<file path="src/rtl/oahs_ram.sv">
`default_nettype none
module oahs_ram #(
  parameter int WIDTH = 8,
  parameter int DEPTH = 16
) (
  input  wire logic                     clk,
  input  wire logic                     we,
  input  wire logic [$clog2(DEPTH)-1:0] waddr,
  input  wire logic [WIDTH-1:0]         wdata,
  input  wire logic [$clog2(DEPTH)-1:0] raddr,
  output logic      [WIDTH-1:0]         rdata
);
  logic [WIDTH-1:0] mem [DEPTH];

  // One write port, one registered read port.
  always_ff @(posedge clk) begin
    if (we) begin
      mem[waddr] <= wdata;
    end
    rdata <= mem[raddr];
  end
endmodule
`default_nettype wire
</file>
<file path="config.mk">
export PLATFORM = sky130hd
export DESIGN_NAME = oahs_ram
export DESIGN_NICKNAME = d
export VERILOG_FILES = /design/src/rtl/oahs_ram.sv
export SDC_FILE = /design/constraint.sdc
export NUM_CORES = 1
export LEC_CHECK = 0
export ABC_AREA = 1
export BUFFER_PORTS_ARGS = -buffer_cell sky130_fd_sc_hd__buf_2
export CAP_MARGIN = 15
export CORE_AREA = 2 2 106 108
export CTS_BUF_LIST = sky130_fd_sc_hd__clkbuf_4 sky130_fd_sc_hd__clkbuf_8
export CTS_CLUSTER_SIZE = 14
export DETAILED_ROUTE_END_ITERATION = 8
export DIE_AREA = 0 0 108 110
export HOLD_SLACK_MARGIN = 0.06
export PLACE_DENSITY = 0.79
export SLEW_MARGIN = 15
export SYNTH_ARGS = -nofsm -noshare
export SYNTH_HDL_FRONTEND = slang
export SYNTH_SLANG_ARGS = --single-unit
</file>
<file path="constraint.sdc">
create_clock -name clk -period 1.3 [get_ports clk]
set_input_delay 0.195 -clock clk [delete_from_list [all_inputs] [get_ports clk]]
set_output_delay 0.195 -clock clk [all_outputs]
set_load 0.03 [all_outputs]
</file>
==> flow_metrics.py <==
metrics = {
    "timing": {
        "tightest_slew_ns": 0.361,
        "rsz0062_at_grt": "no",
        "finalHoldViolCount": 0,
        "clock_skew_ns": 0.00733,
        "finalMaxSlewViolations": 0,
        "fmax_mhz": 847,
        "period_share": 0.908,
        "hold_ws_ns": 0.115,
        "fin_setup_tns_ns": 0,
        "fin_crit_ns": 1.18,
        "setup_viol": 0,
        "slew-limit-headroom": 0.759,
    },
    "drt": {
        "drt-total-wl_um": 13100,
        "drc": 0,
        "viasPerCell": 5.34,
        "drtAntennaViolNets": 0,
        "via_count": 4002,
        "drt-initial-drc-count": 498,
        "first_pass_iters": 5,
        "routedWlPerCell_um": 17.5,
    },
    "cts": {
        "clockBufferDepth": 2,
        "cts_tree": "yes",
        "cts_setup_buffers": 0,
        "worstSkewPairLatency_ns": 0.43,
        "clkSinkCount": 136,
        "cts_buffers": 17,
        "post_cts_resized": 0,
        "hold_buffers": 0,
        "root_buffer": "clkbuf_8",
        "htree_levels": 4,
        "clk_pin_slew_ns": 0.07,
    },
    "grt": {
        "grt_usage": 0.239,
        "grt_pass1_vias": 3845,
        "grt_first_pass_wirelength_um": 20200,
        "overflow": 0,
        "grt_antenna_before_repair": 0,
        "grt_max_degree": 33,
    },
    "setup_path": {
        "cp_max_fo": 1,
        "path_delay_family": "flip-flops",
        "crit_path_top_delay_cell": "dfxtp_1",
        "cpPeakStageDelay_ns": 0.35,
        "rr_startpoint": "mem[4][0]",
        "cp.arrival_ns": 0.99,
        "critPathBufInv": 1,
        "crit_path_end_kind": "output port",
        "critPathKind": "flop to output port",
        "cp-start-kind": "flop",
        "crit_required_ns": 1.11,
        "path_cells": "buf_2",
        "crit_start": "rdata[0]",
    },
    "die": {
        "dieArea_um2": 11900,
        "die_w_um": 108,
        "die_y_um": 110,
        "ios": 26,
        "rows": 38,
        "core_um2": 10700,
        "start_util": 0.539,
    },
    "pwr": {
        "vdd_ir_drop_max_mv": 0.780,
        "power.switching_mw": 2.08,
        "intPower_mw": 7.44,
        "p_per_area_nw_per_um2": 1440,
        "power.leakage_nw": 2.89,
        "share_comb_of_total_power": 0.071,
        "swShare": 0.219,
        "pwr-share-seq": 0.518,
        "power.share.clock": 0.411,
    },
    "finish": {
        "area_delta_synth_final_pct": 14.5,
        "stdcell_count": 750,
        "drive_above_1_share": 0.138,
        "antenna_cells": 0,
        "fin_util": 0.617,
        "nets": 615,
    },
    "yosys": {
        "netlist.area_leader.share": 0.667,
        "ys_top_cells_by_count": "nand2_1, edfxtp_1, inv_1",
        "synthFlopType": "edfxtp_1",
        "synth_most_common_cell": "nand2_1",
        "mappedNetlistArea_um2": 5770,
        "synth_nets": 569,
        "synth-seq-cells": 136,
        "synth_area_leaders": "edfxtp_1, nand2_1, nand3_1, inv_1, dfxtp_1",
        "ys_types": 12,
        "ys_seq_area_frac": 0.694,
        "synthCells": 551,
        "synth_edf_count": 128,
        "ys_warn_count": 0,
        "synth.avg_cell_area_um2": 10.5,
        "yosysTopAreaCell": "edfxtp_1",
        "async_flop_share": 0,
    },
    "min_path": {
        "hp-start": "raddr[3]",
        "hp-class": "input port to flop",
    },
    "placement": {
        "place_hpwl_um": 7890,
        "port_buffers": 25,
        "place_congestion": 0.864,
        "dpl.cell_count": 718,
    },
    "status": {
        "outcome": "finished, final reports clean",
    },
    "run": {
        "cap_violations": 0,
    },
}
path summary, 6_finish.rpt:
| kind | end | slack [ns] | cells past startpoint |
|---|---|---|---|
| setup / recovery | rdata[0] | 0.12 | 1 |
| hold / removal | rdata[0] | 0.11 | 3 |
| setup reg to reg | rdata[0] | 0.29 | 6 |
| hold reg to reg | rdata[0] | 0.66 | 6 |
power by group through the flow:
stage               registers [mW]  logic, mW  clock network, mW
floorplan                     5.07      0.346                  0
global placement              5.02      0.644                  0
detailed placement            5.03      0.663                  0
CTS                           4.93      0.674               3.95
global route                  4.93      0.739               4.16
finish                        4.93      0.677               3.91
area by class of cell:
type / instances / area, µm²
tap: 140 / 175
fill: 811 / 4100
multi-input combinational: 289 / 1210
sequential: 136 / 4000
inverter: 102 / 383
clock buffer: 20 / 256
timing repair buffer: 51 / 370
clock inverter: 12 / 200
sequential cells by signal (all words and copies together) (netlist names):
| signal | cells |
|---|---|
| mem | 128 |
| rdata | 8 |
per-stage QoR:
step	area, µm²	setup WS, ns	total power, mW
2_1_floorplan	5770	0.154	5.42
3_3_place_gp	6150	0.0744	5.67
3_5_place_dp	6150	0.0470	5.69
4_1_cts	6600	0.100	9.55
5_1_grt	6600	0.102	9.83
6_report	6600	0.120	9.52
metal layers:
metal / wire length, µm / vias up / track usage / part of all wire
met1: 4910 / 1892 / 0.298 / 0.37
met3: 1190 / 33 / 0.0623 / 0.091
met5: 0 / - / 0 / 0
met4: 388 / 0 / 0.108 / 0.030
li1: - / 1862 / - / -
met2: 6600 / 215 / 0.397 / 0.50
cells by family after synthesis:
kind of cell,Yosys count,share of synthesized area
buffers and inverters,126,0.0952
AND/OR/NAND/NOR,289,0.210
flip-flops,136,0.694
placed cells by master (no fill, tap or decap):
cell type,Yosys,final
nand3_1,97,97
dfxtp_1,8,8
clkinvlp_4,0,2
bufinv_16,0,5
inv_1,100,100
edfxtp_1,128,128
clkbuf_8,0,17
buf_2,13,25
buf_4,4,22
nor2_1,17,17
nand3b_1,2,2
clkbuf_4,0,3
clkinv_2,0,1
nand2_1,173,173
buf_12,0,4
clkinv_4,0,3
inv_2,2,2
clkinv_1,0,1
No activity file was read; power rests on OpenSTA's default activity.
